[src/rtl/round_robin_thread_scheduler_assert.svh]
// Assertion macros shared by the round-robin thread scheduler modules.
`ifndef ROUND_ROBIN_THREAD_SCHEDULER_ASSERT_SVH
`define ROUND_ROBIN_THREAD_SCHEDULER_ASSERT_SVH
`ifndef SYNTH
// Same-cycle implication, sampled on clk, off while rst_n is low.
`define RRTS_ASSERT_IMP(lbl, ante, cons, msg) \
  lbl: assert property (@(posedge clk) disable iff (!rst_n) (ante) |-> (cons)) else $error(msg);
// Next-cycle implication, sampled on clk, off while rst_n is low.
`define RRTS_ASSERT_NXT(lbl, ante, cons, msg) \
  lbl: assert property (@(posedge clk) disable iff (!rst_n) (ante) |=> (cons)) else $error(msg);
`else
`define RRTS_ASSERT_IMP(lbl, ante, cons, msg)
`define RRTS_ASSERT_NXT(lbl, ante, cons, msg)
`endif
`endif

[src/rtl/rrts_pkg.sv]
// Types, constants and helper functions of the round-robin thread scheduler.
package rrts_pkg;

  localparam int MAX_THREADS_DEF = 32;
  localparam int MASK_W          = 32;
  localparam int CNT_W           = 6;
  localparam int TICKS_W         = 32;
  localparam int REQ_W           = 2;

  // Request codes carried on in_tuser
  localparam logic [REQ_W-1:0] REQ_TICK  = 2'd0;
  localparam logic [REQ_W-1:0] REQ_DELAY = 2'd1;
  localparam logic [REQ_W-1:0] REQ_SCHED = 2'd2;

  typedef enum logic [2:0] {
    ST_IDLE,
    ST_TICK_RD,
    ST_TICK_END,
    ST_SCAN_CHK,
    ST_SCAN,
    ST_FINISH
  } state_t;

  // Controller to datapath commands
  typedef struct packed {
    logic accept;
    logic cfg_wr;
    logic tick_rd;
    logic pick_idle;
    logic scan_step;
    logic load;
  } dp_cmd_t;

  // Datapath to controller status
  typedef struct packed {
    logic [REQ_W-1:0] req;
    logic             run_zero;
    logic             cnt_one;
    logic             last_walk;
    logic             none_ready;
    logic             hit;
    logic             out_free;
  } dp_sts_t;

  // Clamp a raw thread count into 1..cmax
  function automatic logic [CNT_W-1:0] eff_count(input logic [CNT_W-1:0] raw,
                                                 input logic [CNT_W-1:0] cmax);
    logic [CNT_W-1:0] c;
    c = raw;
    if (c == '0) c = CNT_W'(1);
    if (c > cmax) c = cmax;
    return c;
  endfunction

  // Bit k set when thread k+1 is started under count cnt
  function automatic logic [MASK_W-1:0] started_mask(input logic [CNT_W-1:0] cnt);
    logic [MASK_W-1:0] m;
    for (int k = 0; k < MASK_W; k++) begin
      m[k] = (CNT_W'(k + 1) < cnt);
    end
    return m;
  endfunction

endpackage

[src/rtl/rrts_dp.sv]
// Datapath of the thread scheduler: ready bits, sleep counter memory, scan and result register.
module rrts_dp #(
  parameter int MAX_THREADS = rrts_pkg::MAX_THREADS_DEF
) (
  input  logic                            clk,
  input  logic                            rst_n,
  input  rrts_pkg::dp_cmd_t               cmd,
  output rrts_pkg::dp_sts_t               sts,
  input  logic [rrts_pkg::CNT_W-1:0]      cfg_data,
  input  logic [rrts_pkg::REQ_W-1:0]      in_req,
  input  logic [rrts_pkg::TICKS_W-1:0]    in_ticks,
  output logic                            out_tvalid,
  input  logic                            out_tready,
  output logic [39:0]                     out_tdata
);

  localparam int AW = (MAX_THREADS > 1) ? $clog2(MAX_THREADS) : 1;
  localparam logic [rrts_pkg::CNT_W-1:0] CNT_MAX = rrts_pkg::CNT_W'(MAX_THREADS + 1);

  logic [rrts_pkg::CNT_W-1:0]   cnt_r, cnt_nxt;
  logic [MAX_THREADS-1:0]       ready_r, ready_nxt;
  logic [MAX_THREADS-1:0]       vld_r, vld_nxt;
  logic [rrts_pkg::CNT_W-1:0]   run_r, run_nxt;
  logic [rrts_pkg::CNT_W-1:0]   prev_r;
  logic [rrts_pkg::CNT_W-1:0]   scan_r;
  logic                         refused_r;
  logic [AW-1:0]                walk_r;
  logic [AW-1:0]                upd_addr_r;
  logic                         upd_v_r;
  logic [rrts_pkg::TICKS_W-1:0] rd_data_r;
  logic                         rd_vld_r;
  logic                         out_v_r;
  logic [39:0]                  out_data_r;
  logic [rrts_pkg::TICKS_W-1:0] mem [MAX_THREADS];

  logic [rrts_pkg::CNT_W-1:0]   new_cnt, min_cnt, cand, run_m1, cand_m1;
  logic [rrts_pkg::MASK_W-1:0]  sm_cur_w, sm_new_w, sm_min_w;
  logic [MAX_THREADS-1:0]       sm_cur, sm_new, sm_min;
  logic                         delay_wr, tick_wr, wr_en;
  logic [AW-1:0]                wr_addr;
  logic [rrts_pkg::TICKS_W-1:0] wr_data;

  // Count arithmetic and started masks
  assign new_cnt  = rrts_pkg::eff_count(cfg_data, CNT_MAX);
  assign min_cnt  = (new_cnt < cnt_r) ? new_cnt : cnt_r;
  assign sm_cur_w = rrts_pkg::started_mask(cnt_r);
  assign sm_new_w = rrts_pkg::started_mask(new_cnt);
  assign sm_min_w = rrts_pkg::started_mask(min_cnt);
  assign sm_cur   = sm_cur_w[MAX_THREADS-1:0];
  assign sm_new   = sm_new_w[MAX_THREADS-1:0];
  assign sm_min   = sm_min_w[MAX_THREADS-1:0];

  // Round-robin candidate after the scan pointer
  always_comb begin
    cand = scan_r + rrts_pkg::CNT_W'(1);
    if (cand >= cnt_r) cand = rrts_pkg::CNT_W'(1);
  end
  assign cand_m1 = cand - rrts_pkg::CNT_W'(1);
  assign run_m1  = run_r - rrts_pkg::CNT_W'(1);

  // Memory write sources: a delay at accept, or a tick decrement
  assign delay_wr = cmd.accept && (in_req == rrts_pkg::REQ_DELAY) && (run_r != '0);
  assign tick_wr  = upd_v_r && rd_vld_r && (rd_data_r != '0);
  assign wr_en    = delay_wr || tick_wr;
  assign wr_addr  = delay_wr ? run_m1[AW-1:0] : upd_addr_r;
  assign wr_data  = delay_wr ? in_ticks : (rd_data_r - rrts_pkg::TICKS_W'(1));

  // Sleep counter memory
  always_ff @(posedge clk) begin
    if (wr_en) begin
      mem[wr_addr] <= wr_data;
    end
    if (cmd.tick_rd) begin
      rd_data_r <= mem[walk_r];
    end
  end

  // Ready bits and entry valid bits
  always_comb begin
    ready_nxt = ready_r;
    vld_nxt   = vld_r;
    priority if (cmd.cfg_wr) begin
      ready_nxt = (ready_r & sm_new) | (sm_new & ~sm_cur);
      vld_nxt   = vld_r & sm_min;
    end else if (delay_wr) begin
      ready_nxt[run_m1[AW-1:0]] = 1'b0;
      vld_nxt[run_m1[AW-1:0]]   = 1'b1;
    end else if (tick_wr && (rd_data_r == rrts_pkg::TICKS_W'(1))) begin
      ready_nxt[upd_addr_r] = 1'b1;
    end
  end

  // Running index
  always_comb begin
    run_nxt = run_r;
    priority if (cmd.cfg_wr) begin
      if (run_r >= new_cnt) run_nxt = '0;
    end else if (cmd.pick_idle) begin
      run_nxt = '0;
    end else if (cmd.scan_step && sts.hit) begin
      run_nxt = cand;
    end
  end

  // Control state of the datapath
  always_ff @(posedge clk) begin
    if (!rst_n) begin
      cnt_r   <= rrts_pkg::CNT_W'(1);
      ready_r <= '0;
      vld_r   <= '0;
      run_r   <= '0;
      upd_v_r <= 1'b0;
      out_v_r <= 1'b0;
    end else begin
      if (cmd.cfg_wr) cnt_r <= new_cnt;
      ready_r <= ready_nxt;
      vld_r   <= vld_nxt;
      run_r   <= run_nxt;
      upd_v_r <= cmd.tick_rd;
      if (cmd.load) begin
        out_v_r <= 1'b1;
      end else if (out_tready) begin
        out_v_r <= 1'b0;
      end
    end
  end

  // Per-transaction working registers
  always_ff @(posedge clk) begin
    if (cmd.accept) begin
      prev_r    <= run_r;
      scan_r    <= run_r;
      refused_r <= (in_req == rrts_pkg::REQ_DELAY) && (run_r == '0);
      walk_r    <= '0;
    end else begin
      if (cmd.scan_step) scan_r <= cand;
      if (cmd.tick_rd) walk_r <= walk_r + AW'(1);
    end
    if (cmd.tick_rd) begin
      upd_addr_r <= walk_r;
      rd_vld_r   <= vld_r[walk_r];
    end
    if (cmd.load) begin
      out_data_r <= {rrts_pkg::MASK_W'(ready_r), refused_r, (run_r != prev_r), run_r};
    end
  end

  // Status to the controller
  assign sts.req        = in_req;
  assign sts.run_zero   = (run_r == '0);
  assign sts.cnt_one    = (cnt_r == rrts_pkg::CNT_W'(1));
  assign sts.last_walk  = (rrts_pkg::CNT_W'(walk_r) == (cnt_r - rrts_pkg::CNT_W'(2)));
  assign sts.none_ready = ((ready_r & sm_cur) == '0);
  assign sts.hit        = ready_r[cand_m1[AW-1:0]];
  assign sts.out_free   = !out_v_r || out_tready;

  assign out_tvalid = out_v_r;
  assign out_tdata  = out_data_r;

`include "round_robin_thread_scheduler_assert.svh"
  `RRTS_ASSERT_IMP(a_ready_started, 1'b1, (ready_r & ~sm_cur) == '0, "ready bit outside started threads")
  `RRTS_ASSERT_IMP(a_run_in_range, 1'b1, run_r < cnt_r, "running index not started")
  `RRTS_ASSERT_IMP(a_load_free, cmd.load, !out_v_r || out_tready, "result register overwritten")

endmodule

[src/rtl/rrts_ctrl.sv]
// Controller state machine of the thread scheduler.
module rrts_ctrl (
  input  logic              clk,
  input  logic              rst_n,
  input  logic              in_tvalid,
  output logic              in_tready,
  input  logic              cfg_valid,
  output logic              cfg_ready,
  input  rrts_pkg::dp_sts_t sts,
  output rrts_pkg::dp_cmd_t cmd
);

  rrts_pkg::state_t state_r, state_nxt;
  logic             accept;

  assign accept = (state_r == rrts_pkg::ST_IDLE) && in_tvalid && !cfg_valid;

  // Next state
  always_comb begin
    state_nxt = state_r;
    unique case (state_r)
      rrts_pkg::ST_IDLE: begin
        if (accept) begin
          unique case (sts.req)
            rrts_pkg::REQ_TICK:
              state_nxt = sts.cnt_one ? rrts_pkg::ST_FINISH : rrts_pkg::ST_TICK_RD;
            rrts_pkg::REQ_DELAY:
              state_nxt = sts.run_zero ? rrts_pkg::ST_FINISH : rrts_pkg::ST_SCAN_CHK;
            rrts_pkg::REQ_SCHED:
              state_nxt = rrts_pkg::ST_SCAN_CHK;
            default:
              state_nxt = rrts_pkg::ST_FINISH;
          endcase
        end
      end
      rrts_pkg::ST_TICK_RD: begin
        if (sts.last_walk) state_nxt = rrts_pkg::ST_TICK_END;
      end
      rrts_pkg::ST_TICK_END: begin
        state_nxt = rrts_pkg::ST_FINISH;
      end
      rrts_pkg::ST_SCAN_CHK: begin
        state_nxt = sts.none_ready ? rrts_pkg::ST_FINISH : rrts_pkg::ST_SCAN;
      end
      rrts_pkg::ST_SCAN: begin
        if (sts.hit) state_nxt = rrts_pkg::ST_FINISH;
      end
      rrts_pkg::ST_FINISH: begin
        if (sts.out_free) state_nxt = rrts_pkg::ST_IDLE;
      end
      default: begin
        state_nxt = rrts_pkg::ST_IDLE;
      end
    endcase
  end

  // Commands and handshakes
  always_comb begin
    cmd           = '0;
    cmd.accept    = accept;
    cmd.cfg_wr    = (state_r == rrts_pkg::ST_IDLE) && cfg_valid;
    cmd.tick_rd   = (state_r == rrts_pkg::ST_TICK_RD);
    cmd.pick_idle = (state_r == rrts_pkg::ST_SCAN_CHK) && sts.none_ready;
    cmd.scan_step = (state_r == rrts_pkg::ST_SCAN);
    cmd.load      = (state_r == rrts_pkg::ST_FINISH) && sts.out_free;
    in_tready     = (state_r == rrts_pkg::ST_IDLE) && !cfg_valid;
    cfg_ready     = (state_r == rrts_pkg::ST_IDLE);
  end

  // State register
  always_ff @(posedge clk) begin
    if (!rst_n) begin
      state_r <= rrts_pkg::ST_IDLE;
    end else begin
      state_r <= state_nxt;
    end
  end

`include "round_robin_thread_scheduler_assert.svh"
  `RRTS_ASSERT_NXT(a_one_at_a_time, in_tvalid && in_tready, !in_tready, "second transaction taken while busy")

endmodule

[src/rtl/round_robin_thread_scheduler.sv]
// Top level of the round-robin thread scheduler.
// Input stream: in_tuser carries the request (tick, delay, schedule), in_tdata the
// delay length in ticks. Each request yields one result on the output stream:
// chosen thread, switch flag, refused flag and the ready mask after the request.
// cfg_data sets the started thread count (idle thread included); write it only
// while no request is in flight. A config write is taken ahead of a request.
// Request handling, with N the effective thread count:
//   tick: one sleep counter per cycle (threads 1 to N-1) is read through the counter
//   memory, then the pipeline drains and the result loads; no walk when N is 1.
//   schedule or delay: the one-thread-per-cycle round-robin scan, then the result load.
//   refused delay or unused code: straight to the result load.
// One request is in flight at a time; the result register frees the core, so a
// new request can be taken while the previous result waits on out_tready. A
// stalled receiver holds the result and only blocks the next result load.
// Reset (synchronous, rst_n low): count 1, no thread ready, all counter entries
// marked invalid, idle thread running; no clearing pass is needed.
module round_robin_thread_scheduler #(
  parameter int MAX_THREADS = rrts_pkg::MAX_THREADS_DEF
) (
  input  logic        clk,
  input  logic        rst_n,
  input  logic        cfg_valid,
  output logic        cfg_ready,
  input  logic [5:0]  cfg_data,   // thread_count
  input  logic        in_tvalid,
  output logic        in_tready,
  input  logic [31:0] in_tdata,   // [31:0] delay_ticks
  input  logic [1:0]  in_tuser,   // [1:0] req_type
  output logic        out_tvalid,
  input  logic        out_tready,
  output logic [39:0] out_tdata   // [5:0] next_thread, [6] switch_needed,
                                  // [7] delay_refused, [39:8] ready_mask
);

  rrts_pkg::dp_cmd_t cmd;
  rrts_pkg::dp_sts_t sts;

  rrts_ctrl u_ctrl (
    .clk       (clk),
    .rst_n     (rst_n),
    .in_tvalid (in_tvalid),
    .in_tready (in_tready),
    .cfg_valid (cfg_valid),
    .cfg_ready (cfg_ready),
    .sts       (sts),
    .cmd       (cmd)
  );

  rrts_dp #(
    .MAX_THREADS (MAX_THREADS)
  ) u_dp (
    .clk        (clk),
    .rst_n      (rst_n),
    .cmd        (cmd),
    .sts        (sts),
    .cfg_data   (cfg_data),
    .in_req     (in_tuser),
    .in_ticks   (in_tdata),
    .out_tvalid (out_tvalid),
    .out_tready (out_tready),
    .out_tdata  (out_tdata)
  );

endmodule

[config.mk]
export PLATFORM = sky130hd
export DESIGN_NAME = round_robin_thread_scheduler
export DESIGN_NICKNAME = d
export VERILOG_FILES = /design/src/rtl/rrts_pkg.sv /design/src/rtl/rrts_dp.sv /design/src/rtl/rrts_ctrl.sv /design/src/rtl/round_robin_thread_scheduler.sv
export VERILOG_INCLUDE_DIRS = /design/src /design/src/rtl
export SDC_FILE = /design/constraint.sdc
export NUM_CORES = 2
export LEC_CHECK = 0
export ABC_AREA = 1
export BUFFER_PORTS_ARGS = -buffer_cell sky130_fd_sc_hd__buf_2
export CAP_MARGIN = 10
export CORE_MARGIN = 2
export CORE_UTILIZATION = 30
export DETAILED_ROUTE_END_ITERATION = 6
export HOLD_SLACK_MARGIN = 0.02
export PLACE_DENSITY_LB_ADDON = 0.25
export SLEW_MARGIN = 25
export SYNTH_ARGS = -nofsm -noshare
export SYNTH_HDL_FRONTEND = slang
export SYNTH_SLANG_ARGS = --single-unit
[constraint.sdc]
create_clock -name clk -period 4.2 [get_ports clk]
set_clock_uncertainty 0.2 [all_clocks]
set_input_delay 0.84 -clock clk [delete_from_list [all_inputs] [get_ports clk]]
set_output_delay 0.84 -clock clk [all_outputs]
set_load 0.02 [all_outputs]
==> metrics.md <==
| Metric | Value |
|---|---|
| Max frequency | `around 260 MHz` |
| Site Rows | `roughly 150` |
| Top_reg_cell synth | `edfxtp_1` |
| Setup crit start | `u_dp.scan_r[0]$_DFFE_PP_` |
| TritonCTS buffer count | `around 140` |
| Max-slew headroom | `0.297` |
| Hold Fails Final Rpt | `0` |
| Post-Synth Adder-Cell Area | `0.00714` |
| Setup-failing EPs final | `0` |
| Setup CP Type | `reg2reg` |
| Most frequent cells in the layout | `edfxtp_1, o21ai_0, nor2_1` |
| Mapped cell area | `0.0508 mm2` |
| XOR/XNOR Fraction of Synth Area | `0.00775` |
| Core Util, Final | `0.353` |
| Maximum vdd ir drop | `0.698 mV` |
| Post-Layout Cell Count | `6,872` |
| Post-CTS setup repair buffer count | `0` |
| I/O Buffers | `between 80 and 90` |
| Initial core utilization | `0.301` |
| Combinational Power Share | `0.333` |
| # Max-Cap Violations | `0` |
| CTS tree | `yes` |
| TritonRoute pass-1 iters | `6` |
| Leak pwr | `between 15 and 20 nW` |
| Cell total after placement | `6,628` |
| Switching Share | `0.378` |
| Via-per-instance ratio | `around 5.2` |
| CP required | `approximately 4.6 ns` |
| Multi-input logic area | `0.0141 mm2` |
| Largest net degree at the start of global routing | `~210` |
| Crit-path max FO | `15` |
| CTS Buffer Depth | `3` |
| Register-to-register setup slack | `around 0.35 ns` |
| Worst hold-check path type | `in2reg` |
| Net switching power | `between 0.015 and 0.02 W` |
| Global placer's final weighted congestion | `slightly above 0.9` |
| Final wirelength | `169,000 um` |
| Reg power frac | `0.384` |
| First-pass GRT wire length | `245,000 um` |
| Most common cell after layout, fill and taps aside | `edfxtp_1` |
| Syn Area/Cell | `about 12 um2` |
| Avg WL per Cell | `around 25 um` |
| Unrepaired setup endpoints after global routing | `false` |
| Hold wc startpoint | `out_tready` |
| Number of flops mapped to enable cells by yosys | `1,115` |
| RR Startpoint | `u_dp.scan_r[0]$_DFFE_PP_` |
| Async S/R FF share, synth | `0` |
| WHS Path Cells | `4` |
| Mux share of post-synthesis cell area | `0` |
| Die H | `between 400 and 500 um` |
| # fillers | `~17,000` |
| 1st-iter DRT viols | `3,267` |
| Nets | `about 4,600` |
| R2R depth | `22` |
| Pwr/cell area | `680 mW/mm2` |
| Register area | `~0.035 mm2` |
| Worst Hold Path EP | `u_dp.out_tvalid$_SDFFE_PN0P_` |
| CP arrival | `~4.3 ns` |
| Status | `complete, no violations` |
| Layout cells sized above 1 | `0.133` |
| # IOs | `between 80 and 90` |
| HPWL Detailed | `~100,000 um` |
| Clock Power Share | `0.283` |
| Clock Latency Late Sink | `slightly below 0.8 ns` |
| GRT overflow | `0` |
| Via count | `approximately 36,000` |
| Fin Setup TNS | `0 ns` |
| Reg-to-Reg End | `u_dp.run_r[5]$_SDFFE_PN0P_` |
| Largest family of logic cells by synthesized area | `compound AO/OA/AOI/OAI gates` |
| Die X | `416 um` |
| Synth warnings | `0` |
| Antenna cells | `0` |
| Clock Sinks | `1,201` |
| GRT Util Overall | `0.191` |
| Syn Nets | `around 4,500` |
| Min Clock Period, post-route | `slightly below 4 ns` |
| Netlist cell types | `59` |
| Register area share after synthesis | `0.693` |
| Critical Path Sink Type | `flop` |
| H-tree levels | `4` |
| Synth Area in Simple Gates | `0.120` |
| CP startpoint kind | `flop` |
| Core area | `0.169 mm2` |
| Vias in the first global route | `34,600` |
| Max-slew violations | `0` |
| Part of the cycle the worst path needs | `0.916` |
| Full die area | `~0.17 mm2` |
| DRC Markers | `0` |
| Initial antenna violation count | `0` |
| Worst-Margin Slew | `1.05 ns` |
| Antenna viol nets, final | `0` |
| Clk slew on worst S/H paths | `~0.050 ns` |
| Root Buffer | `clkbuf_16` |
| Synth Register Bits | `1,201` |
| Post-synthesis instance total | `around 4,400` |
| Complex-gate fraction of the synthesized area | `0.135` |
| Layout area overhead | `17.2%` |
| Int Pwr | `0.0252 W` |
[synthesized netlist by cell type (58+ instances only)]
cell type | n | share of area
edfxtp_1 | 1115 | 0.66
clkbuf_1 | 215 | 0.016
o221ai_1 | 102 | 0.018
dfxtp_1 | 86 | 0.034
o21ai_0 | 704 | 0.069
nand2_1 | 471 | 0.035
o22ai_1 | 169 | 0.021
nand4_1 | 58 | 0.0071
nor2_1 | 676 | 0.050
inv_1 | 187 | 0.014
nand3_1 | 165 | 0.016
a21oi_1 | 92 | 0.0091
[power by group through the flow]
stage                     registers [W]  logic (W)  clock network [W]
final                            0.0155     0.0135             0.0115
after global routing             0.0156     0.0149             0.0121
after CTS                        0.0155     0.0135             0.0117
after detailed placement         0.0158     0.0135                  0
after global placement           0.0158     0.0135                  0
after floorplan                  0.0156    0.00837                  0
[layout make-up]
type | instances | share of cell area
Sequential cell | 1201 | 0.591
Timing Repair Buffer | 280 | 0.0399
Clock inverter | 79 | 0.0122
Clock buffer | 164 | 0.0592
Tap cell | 2218 | 0.0466
Multi-Input combinational cell | 2720 | 0.237
Inverter | 210 | 0.0137
[layer usage]
layer / vias to the layer above / part of all wire / routed length, um / global-route usage
met5: - / 0 / 0 / 0
met4: 0 / 0.029 / 4900 / 0.0610
met2: 1188 / 0.48 / 80800 / 0.315
li1: 16400 / - / - / -
met1: 18100 / 0.44 / 74100 / 0.259
met3: 248 / 0.054 / 9170 / 0.0284
[stage by stage]
| step | worst slack (ns) | power [W] | hold slack, ns | area, um2 |
|---|---|---|---|---|
| floorplan | 0.119 | 0.0240 | 0.200 | 50800 |
| global placement | 0.184 | 0.0292 | 0.217 | 55200 |
| detailed placement | 0.186 | 0.0292 | 0.220 | 55300 |
| CTS | 0.187 | 0.0407 | 0.161 | 59600 |
| global route | 0.0259 | 0.0426 | 0.219 | 59600 |
| finish | 0.355 | 0.0405 | 0.221 | 59600 |
[state kept, by name (all words and copies together), names as in the netlist]
| name | flops |
|---|---|
| u_dp.mem | 1024 |
| u_dp.out_tdata | 40 |
| u_dp.rd_data_r | 32 |
| u_dp.ready_r | 32 |
| u_dp.vld_r | 32 |
| u_dp.cnt_r | 6 |
| u_dp.prev_r | 6 |
| u_dp.run_r | 6 |
| u_dp.scan_r | 6 |
| u_dp.upd_addr_r | 5 |
| u_dp.walk_r | 5 |
| u_ctrl.state_r | 3 |
| u_dp.out_tvalid | 1 |
| u_dp.rd_vld_r | 1 |
| u_dp.refused_r | 1 |
| u_dp.upd_v_r | 1 |
[worst max-delay path by stage]
stage / endpoint / slack [ns]
4_1_cts: u_dp.run_r[5]$_SDFFE_PN0P_ / 0.19
5_1_grt: u_dp.run_r[5]$_SDFFE_PN0P_ / 0.03
3_5_place_dp: u_dp.mem[31][3]$_DFFE_PP_ / 0.19
6_report: u_dp.run_r[5]$_SDFFE_PN0P_ / 0.35
2_1_floorplan: u_dp.mem[29][0]$_DFFE_PP_ / 0.12
3_3_place_gp: u_dp.mem[7][29]$_DFFE_PP_ / 0.18
[cells by family (layout without fill, tap and decap cells)]
family | after synthesis | count (layout)
flip-flops | 1201 | 1201
buffers and inverters | 478 | 733
adder cells (fa/ha/maj) | 29 | 29
AO/OA/AOI/OAI | 1193 | 1193
XOR/XNOR | 45 | 45
AND/OR/NAND/NOR | 1453 | 1453
[timing repair]
action / 4_1_cts / 5_1_grt
hold buffers: 0 / 0
setup endpoints to repair: 0 / 6
gates resized for setup: 0 / 2
[worst max-delay path, cell delays in order (launching register included)]
cell	delay, ns
edfxtp_1	0.40
ha_1	0.24
nand3_1	0.10
xor2_1	0.22
inv_1	0.07
ha_1	0.28
nand2_1	0.11
inv_2	0.05
a21oi_4	0.14
buf_4	0.22
nand3_2	0.11
inv_2	0.10
ha_1	0.35
inv_2	0.18
nand3_1	0.11
nand3_1	0.08
nand3_1	0.11
nand3_1	0.11
nand3_1	0.12
nand2_2	0.21
nand3_1	0.10
nand2_1	0.08
nor2_1	0.05
No activity file was read; power rests on OpenSTA's default activity.
